===== src/rtl/core/jst_pkg.sv =====
// shared types and constants for the job slot table
// no dependencies; used by every module of the block by scoped names
`default_nettype none

package jst_pkg;

   // field widths of the item channels
   localparam int unsigned CMD_W    = 2;
   localparam int unsigned PID_W    = 22;
   localparam int unsigned STATE_W  = 2;
   localparam int unsigned NUM_W    = 5;
   localparam int unsigned STATUS_W = 2;
   localparam int unsigned REQ_W    = 32;
   localparam int unsigned RSP_W    = 16;

   // commands
   typedef enum logic [CMD_W-1:0] {
      CMD_ADD    = 2'd0,
      CMD_REMOVE = 2'd1,
      CMD_UPDATE = 2'd2,
      CMD_LOOKUP = 2'd3
   } cmd_type;

   // slot states
   typedef enum logic [STATE_W-1:0] {
      ST_FREE       = 2'd0,
      ST_RUNNING    = 2'd1,
      ST_FOREGROUND = 2'd2,
      ST_SUSPENDED  = 2'd3
   } slot_state_type;

   // result status codes
   typedef enum logic [STATUS_W-1:0] {
      RES_OK      = 2'd0,
      RES_FULL    = 2'd1,
      RES_MISSING = 2'd2
   } status_type;

   // sequencer states
   typedef enum logic [1:0] {
      FSM_IDLE   = 2'd0,
      FSM_SCAN   = 2'd1,
      FSM_DRAIN  = 2'd2,
      FSM_RESULT = 2'd3
   } fsm_type;

endpackage

`default_nettype wire


===== src/rtl/core/jst_pid_ram.sv =====
// pid memory of the job slot table: one write port, one registered read port
// depends on jst_pkg for the pid width
`default_nettype none

module jst_pid_ram #(
   parameter int unsigned SLOT_COUNT = 16,
   parameter int unsigned IDX_W      = 4
) (
   input  wire logic                          clock,
   input  wire logic                          wr_en,
   input  wire logic [IDX_W-1:0]              wr_idx,
   input  wire logic [jst_pkg::PID_W-1:0]     wr_pid,
   input  wire logic [IDX_W-1:0]              rd_idx,
   output logic      [jst_pkg::PID_W-1:0]     rd_pid
);

   logic [jst_pkg::PID_W-1:0] pid_mem_ff [SLOT_COUNT];
   logic [jst_pkg::PID_W-1:0] rd_pid_ff;

   // write port
   always_ff @(posedge clock) begin
      if (wr_en) begin
         pid_mem_ff[wr_idx] <= wr_pid;
      end
   end

   // registered read port
   always_ff @(posedge clock) begin
      rd_pid_ff <= pid_mem_ff[rd_idx];
   end

   assign rd_pid = rd_pid_ff;

endmodule

`default_nettype wire


===== src/rtl/core/jst_state_file.sv =====
// per-slot state registers of the job slot table, cleared to free on reset
// depends on jst_pkg for the slot state type
`default_nettype none

module jst_state_file #(
   parameter int unsigned SLOT_COUNT = 16,
   parameter int unsigned IDX_W      = 4
) (
   input  wire logic                        clock,
   input  wire logic                        reset,
   input  wire logic                        wr_en,
   input  wire logic [IDX_W-1:0]            wr_idx,
   input  wire jst_pkg::slot_state_type     wr_state,
   input  wire logic [IDX_W-1:0]            rd_idx,
   output jst_pkg::slot_state_type          rd_state
);

   jst_pkg::slot_state_type state_ff [SLOT_COUNT];
   jst_pkg::slot_state_type state_in [SLOT_COUNT];

   // next state of each slot
   always_comb begin
      for (int i = 0; i < SLOT_COUNT; i++) begin
         state_in[i] = state_ff[i];
      end
      if (wr_en) begin
         state_in[wr_idx] = wr_state;
      end
   end

   always_ff @(posedge clock) begin
      for (int i = 0; i < SLOT_COUNT; i++) begin
         if (reset) begin
            state_ff[i] <= jst_pkg::ST_FREE;
         end else begin
            state_ff[i] <= state_in[i];
         end
      end
   end

   // read at the slot under compare
   assign rd_state = state_ff[rd_idx];

endmodule

`default_nettype wire


===== src/rtl/core/job_slot_table.sv =====
// job slot table: add, remove, update and lookup over a fixed table of slots
// items: one at a time, a new item is accepted only once the last result is in the output register
// scan: reads one slot per cycle through the single read port of the pid memory and one
//   compare unit
// reset: synchronous, clears all slot states to free and the handshake state;
//   the pid memory is not cleared, a free slot's pid is never matched
`default_nettype none

module job_slot_table #(
   parameter int unsigned SLOT_COUNT = 16
) (
   input  wire logic                          clock,
   input  wire logic                          reset,
   // req_tdata: command[1:0], pid[23:2], new_state[25:24], job_number[30:26]
   input  wire logic [jst_pkg::REQ_W-1:0]     req_tdata,
   input  wire logic                          req_tvalid,
   output logic                               req_tready,
   // rsp_tdata: status[1:0], found_number[6:2], foreground_number[11:7]
   output logic      [jst_pkg::RSP_W-1:0]     rsp_tdata,
   output logic                               rsp_tvalid,
   input  wire logic                          rsp_tready
);

   localparam int unsigned IDX_W  = (SLOT_COUNT > 1) ? $clog2(SLOT_COUNT) : 1;
   localparam int unsigned CNT_W  = $clog2(SLOT_COUNT + 1);
   localparam int unsigned CMP_W  = (CNT_W > jst_pkg::NUM_W) ? CNT_W : jst_pkg::NUM_W;
   localparam logic [IDX_W-1:0] LAST_IDX = IDX_W'(SLOT_COUNT - 1);

   // sequencer and scan registers
   jst_pkg::fsm_type fsm_ff, fsm_in;
   logic [IDX_W-1:0] addr_ff, addr_in;
   logic             cmp_vld_ff, cmp_vld_in;
   logic [IDX_W-1:0] cmp_idx_ff;
   logic             hit_seen_ff, hit_seen_in;
   logic [jst_pkg::NUM_W-1:0] hit_num_ff, hit_num_in;
   logic             fg_seen_ff, fg_seen_in;
   logic [jst_pkg::NUM_W-1:0] fg_num_ff, fg_num_in;

   // latched request fields
   jst_pkg::cmd_type          cmd_ff;
   logic [jst_pkg::PID_W-1:0] pid_ff;
   jst_pkg::slot_state_type   new_st_ff;
   logic [jst_pkg::NUM_W-1:0] num_ff;

   // output register
   logic                      rsp_valid_ff, rsp_valid_in;
   logic [jst_pkg::RSP_W-1:0] rsp_data_ff, rsp_data_in;

   logic req_accept;
   logic load_rsp;

   // compare unit signals
   jst_pkg::slot_state_type   cur_st;
   jst_pkg::slot_state_type   eff_st;
   logic [jst_pkg::PID_W-1:0] ram_pid;
   logic [CMP_W-1:0]          slot_no;
   logic                      occupied;
   logic                      pid_eq;
   logic                      hit;
   logic                      first;
   logic                      st_wr_en;
   jst_pkg::slot_state_type   st_wr_val;
   logic                      pid_wr_en;
   logic [jst_pkg::PID_W-1:0] pid_wr_val;
   jst_pkg::status_type       res_status;
   logic [jst_pkg::NUM_W-1:0] res_found;

   assign req_tready = (fsm_ff == jst_pkg::FSM_IDLE);
   assign req_accept = req_tvalid && req_tready;

   // storage
   jst_pid_ram #(
      .SLOT_COUNT (SLOT_COUNT),
      .IDX_W      (IDX_W)
   ) u_pid_ram (
      .clock  (clock),
      .wr_en  (pid_wr_en),
      .wr_idx (cmp_idx_ff),
      .wr_pid (pid_wr_val),
      .rd_idx (addr_ff),
      .rd_pid (ram_pid)
   );

   jst_state_file #(
      .SLOT_COUNT (SLOT_COUNT),
      .IDX_W      (IDX_W)
   ) u_state_file (
      .clock    (clock),
      .reset    (reset),
      .wr_en    (st_wr_en),
      .wr_idx   (cmp_idx_ff),
      .wr_state (st_wr_val),
      .rd_idx   (cmp_idx_ff),
      .rd_state (cur_st)
   );

   // compare unit: one slot per cycle, modified slot is always the first hit
   always_comb begin
      occupied = (cur_st != jst_pkg::ST_FREE);
      pid_eq   = (ram_pid == pid_ff);
      slot_no  = CMP_W'(cmp_idx_ff) + CMP_W'(1);
      case (cmd_ff)
         jst_pkg::CMD_ADD:    hit = !occupied;
         jst_pkg::CMD_REMOVE: hit = occupied && (slot_no == CMP_W'(num_ff));
         default:             hit = occupied && pid_eq;
      endcase
      first = cmp_vld_ff && hit && !hit_seen_ff;

      // state of this slot after the command
      eff_st = cur_st;
      case (cmd_ff)
         jst_pkg::CMD_ADD, jst_pkg::CMD_UPDATE: begin
            if (first) eff_st = new_st_ff;
         end
         jst_pkg::CMD_REMOVE: begin
            if (first) eff_st = jst_pkg::ST_FREE;
         end
         default: eff_st = cur_st;
      endcase

      st_wr_en   = first && (cmd_ff != jst_pkg::CMD_LOOKUP);
      st_wr_val  = eff_st;
      pid_wr_en  = first && (cmd_ff == jst_pkg::CMD_ADD || cmd_ff == jst_pkg::CMD_REMOVE);
      pid_wr_val = (cmd_ff == jst_pkg::CMD_REMOVE) ? '0 : pid_ff;
   end

   // result fields
   always_comb begin
      if (hit_seen_ff) begin
         res_status = jst_pkg::RES_OK;
      end else if (cmd_ff == jst_pkg::CMD_ADD) begin
         res_status = jst_pkg::RES_FULL;
      end else begin
         res_status = jst_pkg::RES_MISSING;
      end
      if (hit_seen_ff && (cmd_ff == jst_pkg::CMD_ADD || cmd_ff == jst_pkg::CMD_LOOKUP)) begin
         res_found = hit_num_ff;
      end else begin
         res_found = '0;
      end
   end

   // sequencer next state and scan bookkeeping
   always_comb begin
      fsm_in      = fsm_ff;
      addr_in     = addr_ff;
      cmp_vld_in  = 1'b0;
      hit_seen_in = hit_seen_ff;
      hit_num_in  = hit_num_ff;
      fg_seen_in  = fg_seen_ff;
      fg_num_in   = fg_num_ff;
      load_rsp    = 1'b0;

      if (first) begin
         hit_seen_in = 1'b1;
         hit_num_in  = slot_no[jst_pkg::NUM_W-1:0];
      end
      if (cmp_vld_ff && eff_st == jst_pkg::ST_FOREGROUND && !fg_seen_ff) begin
         fg_seen_in = 1'b1;
         fg_num_in  = slot_no[jst_pkg::NUM_W-1:0];
      end

      case (fsm_ff)
         jst_pkg::FSM_IDLE: begin
            if (req_accept) begin
               fsm_in      = jst_pkg::FSM_SCAN;
               addr_in     = '0;
               hit_seen_in = 1'b0;
               fg_seen_in  = 1'b0;
               fg_num_in   = '0;
            end
         end
         jst_pkg::FSM_SCAN: begin
            cmp_vld_in = 1'b1;
            if (addr_ff == LAST_IDX) begin
               fsm_in = jst_pkg::FSM_DRAIN;
            end else begin
               addr_in = addr_ff + IDX_W'(1);
            end
         end
         jst_pkg::FSM_DRAIN: begin
            fsm_in = jst_pkg::FSM_RESULT;
         end
         jst_pkg::FSM_RESULT: begin
            if (!rsp_valid_ff || rsp_tready) begin
               load_rsp = 1'b1;
               fsm_in   = jst_pkg::FSM_IDLE;
            end
         end
         default: fsm_in = jst_pkg::FSM_IDLE;
      endcase
   end

   // output register next value
   always_comb begin
      rsp_valid_in = rsp_valid_ff;
      rsp_data_in  = rsp_data_ff;
      if (rsp_valid_ff && rsp_tready) begin
         rsp_valid_in = 1'b0;
      end
      if (load_rsp) begin
         rsp_valid_in = 1'b1;
         rsp_data_in  = {4'b0000, fg_num_ff, res_found, res_status};
      end
   end

   // control registers
   always_ff @(posedge clock) begin
      if (reset) begin
         fsm_ff       <= jst_pkg::FSM_IDLE;
         cmp_vld_ff   <= 1'b0;
         hit_seen_ff  <= 1'b0;
         fg_seen_ff   <= 1'b0;
         rsp_valid_ff <= 1'b0;
      end else begin
         fsm_ff       <= fsm_in;
         cmp_vld_ff   <= cmp_vld_in;
         hit_seen_ff  <= hit_seen_in;
         fg_seen_ff   <= fg_seen_in;
         rsp_valid_ff <= rsp_valid_in;
      end
   end

   // payload registers
   always_ff @(posedge clock) begin
      addr_ff     <= addr_in;
      cmp_idx_ff  <= addr_ff;
      hit_num_ff  <= hit_num_in;
      fg_num_ff   <= fg_num_in;
      rsp_data_ff <= rsp_data_in;
      if (req_accept) begin
         cmd_ff    <= jst_pkg::cmd_type'(req_tdata[1:0]);
         pid_ff    <= req_tdata[23:2];
         new_st_ff <= jst_pkg::slot_state_type'(req_tdata[25:24]);
         num_ff    <= req_tdata[30:26];
      end
   end

   assign rsp_tvalid = rsp_valid_ff;
   assign rsp_tdata  = rsp_data_ff;

endmodule

`default_nettype wire


===== config.mk =====
export PLATFORM = sky130hd
export DESIGN_NAME = job_slot_table
export DESIGN_NICKNAME = d
export VERILOG_FILES = /design/src/rtl/core/jst_pkg.sv /design/src/rtl/core/jst_pid_ram.sv /design/src/rtl/core/jst_state_file.sv /design/src/rtl/core/job_slot_table.sv
export SDC_FILE = /design/constraint.sdc
export NUM_CORES = 1
export LEC_CHECK = 0
export BUFFER_PORTS_ARGS = -buffer_cell sky130_fd_sc_hd__buf_4
export CAP_MARGIN = 5
export CORE_MARGIN = 4
export CORE_UTILIZATION = 40
export CTS_BUF_LIST = sky130_fd_sc_hd__clkbuf_2
export DETAILED_ROUTE_END_ITERATION = 12
export PLACE_DENSITY = 0.66
export REMOVE_ABC_BUFFERS = 1
export SYNTH_ARGS = -nofsm -noshare
export SYNTH_HDL_FRONTEND = slang
export SYNTH_HIERARCHICAL = 1
export SYNTH_SLANG_ARGS = --single-unit

===== constraint.sdc =====
create_clock -name clock -period 5.3 [get_ports clock]
set_clock_uncertainty 0.2 [all_clocks]
set_input_delay 0.53 -clock clock [delete_from_list [all_inputs] [get_ports clock]]
set_output_delay 0.53 -clock clock [all_outputs]
set_load 0.005 [all_outputs]

**Word-level counts from Yosys, hierarchy flattened**

Memory sizes are Yosys's and may differ from the RTL's. A register that Yosys moved wholly into a read port is not among the register bits.
Index checks and enable logic that the tools add are counted.

- Memory bits (read-only): 0
- Logic and storage cells: 133
- Memories kept: 2
- Output and inout bits: 18
- Bits in latches: 0
- Bits in writable memories: 384
- Flip-flop bits (word level): 67

Memory list:

| name | depth | bits a word | read ports | clocked after memory_dff | write ports | RTL line | RTL |
|---|---|---|---|---|---|---|---|
| u_pid_ram.pid_mem_ff | 16 | 22 | 1 | 1 | 1 | jst_pid_ram.sv:17 | `logic [jst_pkg::PID_W-1:0] pid_mem_ff [SLOT_COUNT];` |
| u_state_file.state_ff | 16 | 2 | 17 | 1 | 16 | jst_state_file.sv:18 | `jst_pkg::slot_state_type state_ff [SLOT_COUNT];` |

- $mul: 0
- Muxes and demuxes: 52
- Reduce and logical (&&, ||, !) cells: 27
- $lt $le $gt $ge: 2
- Div/mod/pow operators: 0
- Add/sub/neg operators: 2
- Bitwise operators: 17
- Shift operators: 0
- Equality and inequality tests: 15

Operators with widths:

| cell | number |
|---|---|
| $mux W2 | 23 |
| $bwmux W32 | 1 |
| $mux W32 | 1 |
| $eq A22 B22 Y1 | 1 |
| $mux W22 | 1 |
| $mux W1 | 16 |
| $or A1 B1 Y1 | 16 |
| $mux W5 | 3 |
| $logic_and A1 B1 Y1 | 12 |
| $eq A2 B2 Y1 const B | 5 |
| $demux W2 S4 | 1 |
| $mux W4 | 2 |
| $ne A2 B2 Y1 const B | 4 |
| $pmux W2 S4 | 1 |
| $pmux W4 S2 | 1 |
| $reduce_and A3 Y1 | 2 |
| $reduce_bool A2 Y1 | 3 |
| $add A4 B1 Y5 const B | 1 |
| $eq A5 B5 Y1 | 1 |
| $ge A5 B5 Y1 const B | 1 |
| $lt A5 B1 Y1 const B | 1 |
| $not A4 Y5 | 1 |
| $add A4 B1 Y4 const B | 1 |
| $eq A2 B1 Y1 const B | 2 |
| other kinds (8) | 14 |

**Longest topological paths before layout**

Gate-level depths: netlist of the first run.

- Word-level depth: 14
- Mapped depth: 16
- Mapped depth without buffers: 13

**Cells and area by module**

The synthesis of the first run kept the hierarchy.

Modules (own cells, without submodules):

| module | area an instance (sq um) | cells each | sequential area each (sq um) | instances |
|---|---|---|---|---|
| jst_pid_ram | 13822.0 | 583 | 11010.6 | 1 |
| job_slot_table | 3002.9 | 229 | 1861.8 | 1 |
| jst_state_file | 1556.5 | 180 | 640.6 | 1 |

**Worst setup path before layout of the first run**

No wires, ideal clock.

- Path kind: register to register
- From: reg cmp_idx_ff[1]
- To: mem u_pid_ram/pid_mem_ff[0][0] (netlist name), enable pin
- Data arrival time: 4.784 ns
- Cell stages (with the launch flop): 13
- Clock period less this slack: 5.413 ns
- Path slack: -0.113 ns
- Cells stage by stage: dfxtp_1 -> clkbuf_1 -> mux4_2 -> a22oi_1 -> nand3_1 -> nor2_1 -> or4_1 -> o41a_1 -> nor2_4 -> nand2b_4 -> nor2_1 -> or3b_2 -> nor3_1

- Cells in the longest elaborated chain, start to end: 9

RTL lines:

| what | RTL line | RTL |
|---|---|---|
| start: declaration | job_slot_table.sv:33 | `logic [IDX_W-1:0] cmp_idx_ff;` |
| start signal: assignment | job_slot_table.sv:227 | `cmp_idx_ff <= addr_ff;` |
| $add A4 B1 Y5 | job_slot_table.sv:101 | `slot_no = CMP_W'(cmp_idx_ff) + CMP_W'(1);` |
| $eq A5 B5 Y1 | job_slot_table.sv:104 | `jst_pkg::CMD_REMOVE: hit = occupied && (slot_no == CMP_W'(num_ff));` |
| $logic_and A1 B1 Y1 | job_slot_table.sv:104 |  |
| $pmux W1 S2 | job_slot_table.sv:102 | `case (cmd_ff)` |
| $logic_and A1 B1 Y1 (2 in a row) | job_slot_table.sv:107 | `first = cmp_vld_ff && hit && !hit_seen_ff;` |
| $logic_and A1 B1 Y1 | job_slot_table.sv:123 | `pid_wr_en = first && (cmd_ff == jst_pkg::CMD_ADD \|\| cmd_ff == jst_pkg::CMD_REMOVE);` |
| net pid_wr_en | job_slot_table.sv:63 | `logic pid_wr_en;` |
| $mux W1 | jst_pid_ram.sv:22 | `if (wr_en) begin` |
| $mux W1 (implied by the code) | jst_pid_ram.sv:23 | `pid_mem_ff[wr_idx] <= wr_pid;` |
| end: declaration | jst_pid_ram.sv:17 |  |

The timed path passes the listed nets, and every way through them passes these cells.

**Worst setup path after layout of the first run**

- From: reg cmp_idx_ff[0]
- To: mem u_pid_ram/pid_mem_ff[2][9] (netlist name), enable pin

The elaborated chain is that of the path after synthesis.

==> parameters.txt, run 1 <==
Parameter                              Value

Outcome
  Result of the run ... finished, final reports clean

GRT
  Via count of the first global-routing pass ... 10400
  Pin count of the biggest net entering global routing ... 64
  Initial antenna violation count ... 1
  First-pass GRT wire length ... 59900 um
  Aggregate global routing overflow ... 0
  Overall global routing resource usage ... 15.8%

Clock network
  Clock-pin slew on the worst setup and hold paths ... 0.10 ns
  TritonCTS Buffers ... 113
  Total clock sinks ... 473
  Clock tree from TritonCTS ... yes
  Clk_lat worst skew ... 1.08 ns
  Gates resized, CTS repair ... 0
  CTS max path bufs ... 3
  Hold buffer count at cts ... 66
  Library cell used as clock root buffer ... sky130_fd_sc_hd__clkbuf_2
  H-tree levels ... 3
  Number of buffers added for setup after CTS ... 0

Yosys
  Number of warnings reported in the yosys synthesis log ... 6
  Number of synthesized flops with an enable pin ... 404
  Proportion of synthesized area in mux cells ... 12.0%
  Asr flop ratio synth ... 0%
  Share of the yosys chip area belonging to registers ... 73.5%
  Complex-gate fraction of the synthesized area ... 5.09%
  Yosys top cell area share ... 66.0%
  Adder-cell share of the synthesized area ... 0.681%
  Leading cell types by count after synthesis ... sky130_fd_sc_hd__edfxtp_1, sky130_fd_sc_hd__mux4_2, sky130_fd_sc_hd__dfxtp_1, sky130_fd_sc_hd__nand3_1, sky130_fd_sc_hd__a21oi_1
  Post-synthesis average cell area ... 18.5 um^2
  Dominant cell type by area after synthesis ... sky130_fd_sc_hd__edfxtp_1
  Most common flop cell mapped by yosys ... sky130_fd_sc_hd__edfxtp_1
  Largest family of logic cells by synthesized area ... multiplexers
  Parity-gate share of the synthesized area counting xor and xnor cells ... 1.52%
  Cell variety after synth ... 53
  Yosys reg bits ... 473
  Basic-gate share of the synthesized area counting and, or, nand and nor cells ... 5.43%
  Netlist area before placement ... 18400 um^2
  Top cells by area, synth ... sky130_fd_sc_hd__edfxtp_1, sky130_fd_sc_hd__mux4_2, sky130_fd_sc_hd__dfxtp_1
  Cell count after synthesis ... 992
  Library cell with the highest instance count after synthesis ... sky130_fd_sc_hd__edfxtp_1

STA
  Highest achievable clock rate ... 0.215 GHz
  Max-slew violation total from the final report ... 0
  Setup-violating endpoint count in the final report ... 0
  Endpoints failing hold ... 0
  Post-Route Hold Slack ... 0.254 ns
  Worst slew margin ... 22.5%
  Worst Tran Pin Value ... 1.16 ns
  Min cycle time layout ... 4.65 ns
  RSZ-0062 raised after global routing ... false
  Share of the clock period used by the worst path after layout ... 87.8%

Critical path
  Setup CP Type ... reg -> reg
  Register-to-Register Setup Slack ... 0.65 ns
  Arrival time worst endpoint ... 5.15 ns
  CP startpoint kind ... flop
  Worst EP required ... 5.80 ns
  Highest net fanout along the worst path ... 19
  Crit path capture type ... flop

Placed design
  Dpl hpwl ... 22600 um
  Post-DP Area ... 19600 um^2
  Number of instances in the placed design ... 1627
  Placer Congestion ... 0.801
  Number of input and output port buffers inserted ... 48

Worst hold path
  Hold Crit Class ... reg -> reg

Die
  DIE AREA ... 49400 um^2
  Vertical die dimension ... 222 um
  Die width ... 222 um
  Number of rows created at floorplan ... 78
  Number of top-level pins ... 54
  Standard cell core area ... 45400 um^2
  Initial Utilization ... 40.5%

Power and ir drop
  Peak ir drop on the vdd network ... 272 uV
  Overall power after layout ... 9.48 mW
  Pwr dens ... 446 nW/um^2
  Leak ... 7.14 nW

Final layout
  Final-stage net count ... 1254
  Area of the multi-input gates ... 4610 um^2
  Share of cells above drive strength 1 ... 30.5%
  Combined flip-flop and latch cell area ... 13500 um^2
  Layout Area Growth over Synthesis ... 15.6%
  Final Instance Area ... 21300 um^2
  Finished Layout Cells ... 1903
  Share of the core filled with cells in the final layout ... 46.8%
  Layout filler cell count ... 3877

Routing
  Post-DR vias/cell ... 5.21
  Drt drc ... 0
  Wirelength per Cell ... 20.5 um
  First-pass iteration count of the detailed router ... 5
  First-iteration detailed-routing DRC count ... 715
  Via total after detailed routing ... 9924
  Remaining antenna violation count after routing ... 0
  Final WL ... 39000 um

Job
  Max-Cap Viols ... 0
[area by class of cell]
type / count / share of cell area, %
flip-flops and latches: 473 / 63.6
clock inverters: 48 / 1.10
well taps: 600 / 3.53
multi-input cells: 462 / 21.7
diodes: 1 / 0.0118
clock buffers: 161 / 3.79
inverters: 8 / 0.153
repair buffers: 150 / 6.13
[per-layer routing]
layer / vias to the layer above / global-route usage [%] / part of all wire (%) / routed length (um)
met5: - / 0 / 0 / 0
met2: 296 / 27.2 / 52 / 20400
li1: 4474 / - / - / -
met4: 0 / 6.16 / 2.0 / 772
met1: 5098 / 19.8 / 40 / 15700
met3: 56 / 3.18 / 5.6 / 2190
[power breakdown]
group / internal [mW] / switching [mW]
logic: 1.06 / 1.44
registers: 4.50 / 0.200
clock network: 0.888 / 1.40
[metrics by stage]
step	setup WS [ns]	TNS [ns]
after detailed placement	0.672	0
after CTS	0.667	0
after global routing	0.383	0
final	0.648	0
after floorplan	-0.257	-5.65
after global placement	0.666	0
[kinds of logic (layout without fill, tap and decap cells)]
family / count (synthesis) / after routing
adder cells (fa/ha/maj): 10 / 10
buffers and inverters: 60 / 367
AND/OR/NAND/NOR: 187 / 187
flip-flops: 473 / 473
multiplexers: 98 / 98
AO/OA/AOI/OAI: 131 / 131
other: 1 / 5
XOR/XNOR: 32 / 32
[registers in the layout, summed over array words and instances, names as in the netlist, 5 cells and up]
name	flops
fg_num_ff	5
hit_num_ff	5
num_ff	5
pid_ff	22
rsp_tdata	12
u_pid_ram/pid_mem_ff	352
u_pid_ram/rd_pid	22
u_state_file/state_ff	32
[final timing paths]
check / cells past startpoint / start / end
max reg2reg: 12 / cmp_idx_ff[0] / u_pid_ram/pid_mem_ff[2][9]
max: 12 / cmp_idx_ff[0] / u_pid_ram/pid_mem_ff[2][9]
min: 0 / fg_num_ff[4] / rsp_tdata[11]
min reg2reg: 0 / fg_num_ff[4] / rsp_tdata[11]
[worst max-delay path, stage by stage (launching register included)]
cell                       delay [ns]
sky130_fd_sc_hd__dfxtp_1         0.82
sky130_fd_sc_hd__mux4_1          0.38
sky130_fd_sc_hd__nand3_1         0.10
sky130_fd_sc_hd__nand3_1         0.23
sky130_fd_sc_hd__nor2_1          0.11
sky130_fd_sc_hd__or4_1           0.51
sky130_fd_sc_hd__o41a_1          0.48
sky130_fd_sc_hd__nor2_4          0.14
sky130_fd_sc_hd__nand2b_4        0.09
sky130_fd_sc_hd__nor2_1          0.24
sky130_fd_sc_hd__or3b_2          0.56
sky130_fd_sc_hd__nor2_2          0.29
sky130_fd_sc_hd__buf_12          0.24
[cell usage in the layout (no fill, tap or decap), drive strengths merged, types with 35 or more instances in the layout]
cell type	Yosys	final
nand3	44	44
mux4	96	96
nor2b	35	35
a22oi	46	46
dlygate4sd3	0	66
clkinv	0	43
o21ai	36	36
a21oi	39	39
clkbuf	31	161
buf	21	84
edfxtp	404	404
dfxtp	69	69
Note: power is estimated with default switching activity, not from simulation.
==> run 2: changes to the inputs <==
--- a/config.mk
+++ b/config.mk
@@ -6,13 +6,15 @@
 export NUM_CORES = 1
 export LEC_CHECK = 0
 export BUFFER_PORTS_ARGS = -buffer_cell sky130_fd_sc_hd__buf_4
-export CAP_MARGIN = 5
+export CELL_PAD_IN_SITES_DETAIL_PLACEMENT = 0
+export CELL_PAD_IN_SITES_GLOBAL_PLACEMENT = 1
 export CORE_MARGIN = 4
 export CORE_UTILIZATION = 40
 export CTS_BUF_LIST = sky130_fd_sc_hd__clkbuf_2
 export DETAILED_ROUTE_END_ITERATION = 12
-export PLACE_DENSITY = 0.66
+export PLACE_DENSITY = 0.73
 export REMOVE_ABC_BUFFERS = 1
+export SKIP_LAST_GASP = 1
 export SYNTH_ARGS = -nofsm -noshare
 export SYNTH_HDL_FRONTEND = slang
 export SYNTH_HIERARCHICAL = 1
==> run 2 against run 1 <==
Final cell count down 1.2%. Clock power fell by 4%. Routed wire length is 0.87% higher.
==> parameters.txt, run 2 (synthesized netlist as in run 1, its figures left out) <==
Parameter                              Value

Critical path
  Crit path capture type ... flop
  Crit. path cell count ... 12
  Most common cell on crit path ... sky130_fd_sc_hd__nor2_1
  Crit path cell chain ... mux4_2, a22oi_1, nand3_1, nor2_1, or4_1, o41a_1, nor2_4, nand2b_4, nor2_1, or3b_2, nor3_2, buf_4
  Highest net fanout along the worst path ... 22
  Kind of cell adding the most delay to the critical path ... simple AND/OR/NAND/NOR gates
  CP startpoint kind ... flop
  Register-to-Register Setup Slack ... 0.70 ns
  Worst R2R End ... u_pid_ram/pid_mem_ff[0][21]
  Worst EP required ... 5.75 ns
  Worst Path Buf+Inv ... 1
  Critical register-to-register path startpoint ... cmp_idx_ff[1]
  Maximum cell stage delay along the critical path ... 0.80 ns
  Critical-path cell with the highest stage delay ... sky130_fd_sc_hd__dfxtp_1
  Logic depth of the worst register-to-register path ... 12
  Setup CP Type ... reg -> reg
  Arrival time worst endpoint ... 5.05 ns

GRT
  Overall global routing resource usage ... 16.0%
  Aggregate global routing overflow ... 0
  Pin count of the biggest net entering global routing ... 91
  Via count of the first global-routing pass ... 10600
  First-pass GRT wire length ... 61000 um
  Initial antenna violation count ... 1

Clock network
  Number of buffers added for setup after CTS ... 0
  TritonCTS Buffers ... 115
  Total clock sinks ... 473
  Clock-pin slew on the worst setup and hold paths ... 0.11 ns
  Clk_lat worst skew ... 1.02 ns
  CTS max path bufs ... 3
  Gates resized, CTS repair ... 0
  Clock tree from TritonCTS ... yes
  Library cell used as clock root buffer ... sky130_fd_sc_hd__clkbuf_2
  H-tree levels ... 3

Final layout
  Finished Layout Cells ... 1880
  Share of the core filled with cells in the final layout ... 46.6%
  Layout filler cell count ... 3960
  Number of flip-flops in the largest register ... 352
  Combined flip-flop and latch cell area ... 13500 um^2
  Share of cells above drive strength 1 ... 30.7%
  Final-stage net count ... 1252
  Register with the most flip-flops ... u_pid_ram/pid_mem_ff
  Most common cell after layout, fill and taps aside ... sky130_fd_sc_hd__edfxtp_1
  Commonest cells after routing, fill and taps aside ... sky130_fd_sc_hd__edfxtp_1, sky130_fd_sc_hd__clkbuf_2, sky130_fd_sc_hd__mux4_2
  Final Instance Area ... 21100 um^2
  Regs by FF count ... u_pid_ram/pid_mem_ff (352), u_state_file/state_ff (32)
  Layout Area Growth over Synthesis ... 14.9%
  Area of the multi-input gates ... 4610 um^2

Worst hold path
  Hold Path Cell Cnt ... 2
  Hold Startpoint ... req_tdata[18]
  Hold Crit Class ... in -> reg
  Worst Hold Path EP ... pid_ff[16]

STA
  Worst Tran Pin Value ... 1.19 ns
  Max-slew violation total from the final report ... 0
  Setup-violating endpoint count in the final report ... 0
  Endpoints failing hold ... 0
  Worst slew margin ... 20.3%
  Highest achievable clock rate ... 0.217 GHz
  Share of the clock period used by the worst path after layout ... 86.8%
  RSZ-0062 raised after global routing ... false
  Min cycle time layout ... 4.60 ns
  Setup TNS ... 0 ns

Die
  Standard cell core area ... 45400 um^2
  DIE AREA ... 49400 um^2
  Die width ... 222 um
  Initial Utilization ... 40.5%
  Number of rows created at floorplan ... 78
  Vertical die dimension ... 222 um
  Number of top-level pins ... 54

Routing
  Final WL ... 39400 um
  Remaining antenna violation count after routing ... 0
  First-iteration detailed-routing DRC count ... 812
  Wirelength per Cell ... 20.9 um
  Via total after detailed routing ... 9912
  Post-DR vias/cell ... 5.27
  Drt drc ... 0
  First-pass iteration count of the detailed router ... 6

Power and ir drop
  Leak ... 7.08 nW
  Peak ir drop on the vdd network ... 540 uV
  Pwr dens ... 443 nW/um^2

Placed design
  Post-DP Area ... 19500 um^2
  Dpl hpwl ... 21800 um
  Placer Congestion ... 0.757
  Number of input and output port buffers inserted ... 48
  Number of instances in the placed design ... 1624

Job
  Max-Cap Viols ... 0

Outcome
  Result of the run ... finished, final reports clean
-- run 2: cell count changes in the layout (fill, tap and decap cells not counted), sizes merged --
| cell | before | now |
|---|---|---|
| clkinv | 43 | 21 |
| dlygate4sd3 | 66 | 65 |
| bufinv | 1 | 0 |
| clkbuf | 161 | 167 |
| inv | 12 | 10 |
| buf | 84 | 81 |
-- run 2: layout make-up --
| type | instances | share of cell area (%) |
|---|---|---|
| clock buffer | 167 | 3.96 |
| inverter | 8 | 0.154 |
| timing repair buffer | 146 | 6.08 |
| multi-input combinational | 462 | 21.8 |
| antenna | 1 | 0.0118 |
| tap | 600 | 3.55 |
| clock inverter | 23 | 0.456 |
| sequential | 473 | 64.0 |
-- run 2: how the worst max path moves through the flow --
stage / startpoint / end / slack [ns]
2_1_floorplan: cmp_idx_ff[0] / u_pid_ram/pid_mem_ff[0][0] / -0.26
3_3_place_gp: cmp_idx_ff[1] / u_pid_ram/pid_mem_ff[0][15] / 0.74
3_5_place_dp: cmp_idx_ff[1] / u_pid_ram/pid_mem_ff[0][15] / 0.72
4_1_cts: cmp_idx_ff[1] / u_pid_ram/pid_mem_ff[0][21] / 0.66
5_1_grt: cmp_idx_ff[1] / u_pid_ram/pid_mem_ff[2][6] / 0.45
6_report: cmp_idx_ff[1] / u_pid_ram/pid_mem_ff[0][21] / 0.70
-- run 2: worst reg2reg max path, cell delays in order, from the launching register on --
cell and delay (ns):
sky130_fd_sc_hd__dfxtp_1 0.80, sky130_fd_sc_hd__mux4_2 0.37, sky130_fd_sc_hd__a22oi_1 0.08, sky130_fd_sc_hd__nand3_1 0.19, sky130_fd_sc_hd__nor2_1 0.10, sky130_fd_sc_hd__or4_1 0.50
sky130_fd_sc_hd__o41a_1 0.49, sky130_fd_sc_hd__nor2_4 0.15, sky130_fd_sc_hd__nand2b_4 0.09, sky130_fd_sc_hd__nor2_1 0.22, sky130_fd_sc_hd__or3b_2 0.56, sky130_fd_sc_hd__nor3_2 0.13
sky130_fd_sc_hd__buf_4 0.37
-- run 2: through the flow --
step,total power [mW],setup WS [ns],hold WS [ns]
3_3_place_gp,7.20,0.736,0.224
2_1_floorplan,6.56,-0.257,0.202
5_1_grt,9.93,0.448,0.0435
3_5_place_dp,7.25,0.720,0.220
4_1_cts,9.50,0.664,0.00382
6_report,9.35,0.702,0.108
-- run 2: power by group --
part	switching, mW	total [mW]	internal (mW)
Combinational	1.42	2.48	1.06
Clock	1.36	2.19	0.831
Sequential	0.189	4.69	4.50
Total	2.97	9.35	6.39
-- run 2: what timing repair did --
action | CTS | global route
setup endpoints to repair | 0 | 0
hold buffers | 65 | 0
hold endpoints to repair | 85 | 0
-- run 2: layer usage --
metal	vias to the layer above	track usage (%)	part of all wire [%]
met1	5147	21.0	43
met3	53	3.28	4.5
met2	257	26.9	51
met4	0	5.37	1.6
met5	-	0	0
li1	4455	-	-
==> run 3: changes to the inputs <==
--- a/config.mk
+++ b/config.mk
@@ -8,6 +8,7 @@
 export BUFFER_PORTS_ARGS = -buffer_cell sky130_fd_sc_hd__buf_4
 export CELL_PAD_IN_SITES_DETAIL_PLACEMENT = 0
 export CELL_PAD_IN_SITES_GLOBAL_PLACEMENT = 1
+export CORE_ASPECT_RATIO = 1.2
 export CORE_MARGIN = 4
 export CORE_UTILIZATION = 40
 export CTS_BUF_LIST = sky130_fd_sc_hd__clkbuf_2
==> run 3 against run 2 <==
Total power grew 2.9%. Register-to-register slack got worse by 0.37 ns. Critical path depth unchanged. Flip-flop and latch count is the same. Via count about the same. Non-clock buffer count rose by 3. Clock power increased by 13%. Critical endpoint is now u_pid_ram/pid_mem_ff[0][0]. Highest routed layer unchanged.
==> parameters.txt, run 3 (synthesized netlist as in run 1, its figures left out) <==
Parameter                              Value

Critical path
  Register-to-Register Setup Slack ... 0.33 ns
  Highest net fanout along the worst path ... 22
  Critical register-to-register path startpoint ... cmp_idx_ff[0]
  CP startpoint kind ... flop
  Crit path capture type ... flop
  Critical Path Start ... cmp_idx_ff[0]
  Setup CP Type ... reg -> reg
  Arrival time worst endpoint ... 5.44 ns
  Logic depth of the worst register-to-register path ... 12
  Worst EP required ... 5.77 ns
  Worst R2R End ... u_pid_ram/pid_mem_ff[0][0]

Final layout
  Regs by FF count ... u_pid_ram/pid_mem_ff (352), u_state_file/state_ff (32)
  Area of the multi-input gates ... 4610 um^2
  Final-stage net count ... 1254
  Share of cells above drive strength 1 ... 31.6%
  Combined flip-flop and latch cell area ... 13500 um^2
  Number of flip-flops in the largest register ... 352
  Layout filler cell count ... 3888
  Commonest cells after routing, fill and taps aside ... sky130_fd_sc_hd__edfxtp_1, sky130_fd_sc_hd__clkbuf_2, sky130_fd_sc_hd__mux4_2
  Layout Area Growth over Synthesis ... 16.2%
  Most common cell after layout, fill and taps aside ... sky130_fd_sc_hd__edfxtp_1
  Final Instance Area ... 21400 um^2
  Register with the most flip-flops ... u_pid_ram/pid_mem_ff

Worst hold path
  Hold Startpoint ... reset
  Worst Hold Path EP ... cmp_vld_ff
  Hold Crit Class ... in -> reg
  Hold Path Cell Cnt ... 3

Die
  Number of top-level pins ... 54
  DIE AREA ... 49500 um^2
  Number of rows created at floorplan ... 85
  Vertical die dimension ... 243 um
  Standard cell core area ... 45200 um^2
  Die width ... 204 um
  Initial Utilization ... 40.7%

Routing
  First-pass iteration count of the detailed router ... 5
  Drt drc ... 0
  Post-DR vias/cell ... 5.18
  First-iteration detailed-routing DRC count ... 599
  Via total after detailed routing ... 9918
  Final WL ... 38900 um
  Wirelength per Cell ... 20.3 um
  Remaining antenna violation count after routing ... 0

STA
  Min cycle time layout ... 4.97 ns
  RSZ-0062 raised after global routing ... false
  Worst Tran Pin Value ... 1.10 ns
  Endpoints failing hold ... 0
  Setup-violating endpoint count in the final report ... 0
  Max-slew violation total from the final report ... 0
  Worst slew margin ... 26.4%
  Share of the clock period used by the worst path after layout ... 93.7%
  Highest achievable clock rate ... 0.201 GHz

Job
  Max-Cap Viols ... 0

Clock network
  CTS max path bufs ... 3
  Library cell used as clock root buffer ... sky130_fd_sc_hd__clkbuf_2
  TritonCTS Buffers ... 114
  Clk_lat worst skew ... 1.10 ns
  Clock tree from TritonCTS ... yes
  H-tree levels ... 3
  Clock-pin slew on the worst setup and hold paths ... 0.11 ns
  Number of buffers added for setup after CTS ... 0
  Total clock sinks ... 473

Power and ir drop
  Peak ir drop on the vdd network ... 299 uV
  Overall power after layout ... 9.62 mW
  Leak ... 7.21 nW
  Pwr dens ... 450 nW/um^2

Placed design
  Dpl hpwl ... 21400 um
  Post-DP Area ... 19600 um^2
  Placer Congestion ... 0.730
  Number of input and output port buffers inserted ... 48

Outcome
  Result of the run ... finished, final reports clean

GRT
  Initial antenna violation count ... 2
  First-pass GRT wire length ... 60700 um
  Overall global routing resource usage ... 15.9%
  Aggregate global routing overflow ... 0
  Via count of the first global-routing pass ... 10600
  Pin count of the biggest net entering global routing ... 87
-- run 3: cell count changes in the layout (fill, tap and decap cells not counted), sizes merged --
cell         delta
clkinv          +6
bufinv          +3
diode           +3
dlygate4sd3     +3
clkbuf         +10
inv             +1
-- run 3: timing repair --
action | 4_1_cts | 5_1_grt
hold buffers | 68 | 0
resized for setup | 0 | 0
hold endpoints to repair | 101 | 0
-- run 3: per-layer routing --
layer  vias up  wire [um]  track usage (%)  part of all wire, %
met4         0       1260             7.44                  3.2
met2       298      19300             25.8                   50
met3        85       2120             3.39                  5.5
li1       4483          -                -                    -
met5         -          0                0                    0
met1      5052      16200             20.6                   42
-- run 3: through the flow --
stage / TNS, ns / hold WS [ns] / std cells / util [%] / setup WS, ns
final: 0 / 0.227 / 1915 / 47.2 / 0.335
after global routing: 0 / 0.104 / 1913 / 47.2 / 0.0443
after CTS: 0 / 0.0192 / 1911 / 47.2 / 0.234
after detailed placement: 0 / 0.218 / 1633 / 43.3 / 0.401
after global placement: 0 / 0.218 / 1633 / 43.3 / 0.458
after floorplan: -5.65 / 0.202 / 943 / - / -0.257
-- run 3: power by group --
group / leakage, nW / total, mW / switching (mW) / internal (mW)
combinational: 2.11 / 2.42 / 1.36 / 1.07
clock: 0.848 / 2.47 / 1.43 / 1.04
sequential: 4.25 / 4.73 / 0.231 / 4.50
-- run 3: worst max path at each step --
stage / endpoint / slack (ns) / cells past startpoint
after floorplan: u_pid_ram/pid_mem_ff[0][0] / -0.26 / 11
after global placement: u_pid_ram/pid_mem_ff[0][5] / 0.46 / 12
after detailed placement: u_pid_ram/pid_mem_ff[0][5] / 0.40 / 12
after CTS: u_pid_ram/pid_mem_ff[0][7] / 0.23 / 12
after global routing: u_pid_ram/pid_mem_ff[0][7] / 0.04 / 12
final: u_pid_ram/pid_mem_ff[0][0] / 0.33 / 12
-- run 3: worst max-delay path, stage by stage, from the launching register on --
cell	delay, ns
sky130_fd_sc_hd__dfxtp_1	0.91
sky130_fd_sc_hd__mux4_1	0.40
sky130_fd_sc_hd__nand3_1	0.08
sky130_fd_sc_hd__nand3_1	0.24
sky130_fd_sc_hd__nor2_1	0.12
sky130_fd_sc_hd__or4_1	0.51
sky130_fd_sc_hd__o41a_1	0.49
sky130_fd_sc_hd__nor2_4	0.14
sky130_fd_sc_hd__nand2b_4	0.08
sky130_fd_sc_hd__nor2_1	0.28
sky130_fd_sc_hd__or3b_2	0.56
sky130_fd_sc_hd__nor3_2	0.14
sky130_fd_sc_hd__buf_4	0.38
-- run 3: layout make-up --
class	count	area share, %
Antenna cell	4	0.0469
Clock buffer	177	4.15
Clock inverter	33	1.05
Inverter	8	0.152
Multi-Input combinational cell	462	21.6
Sequential cell	473	63.3
Tap cell	609	3.57
Timing Repair Buffer	149	6.15
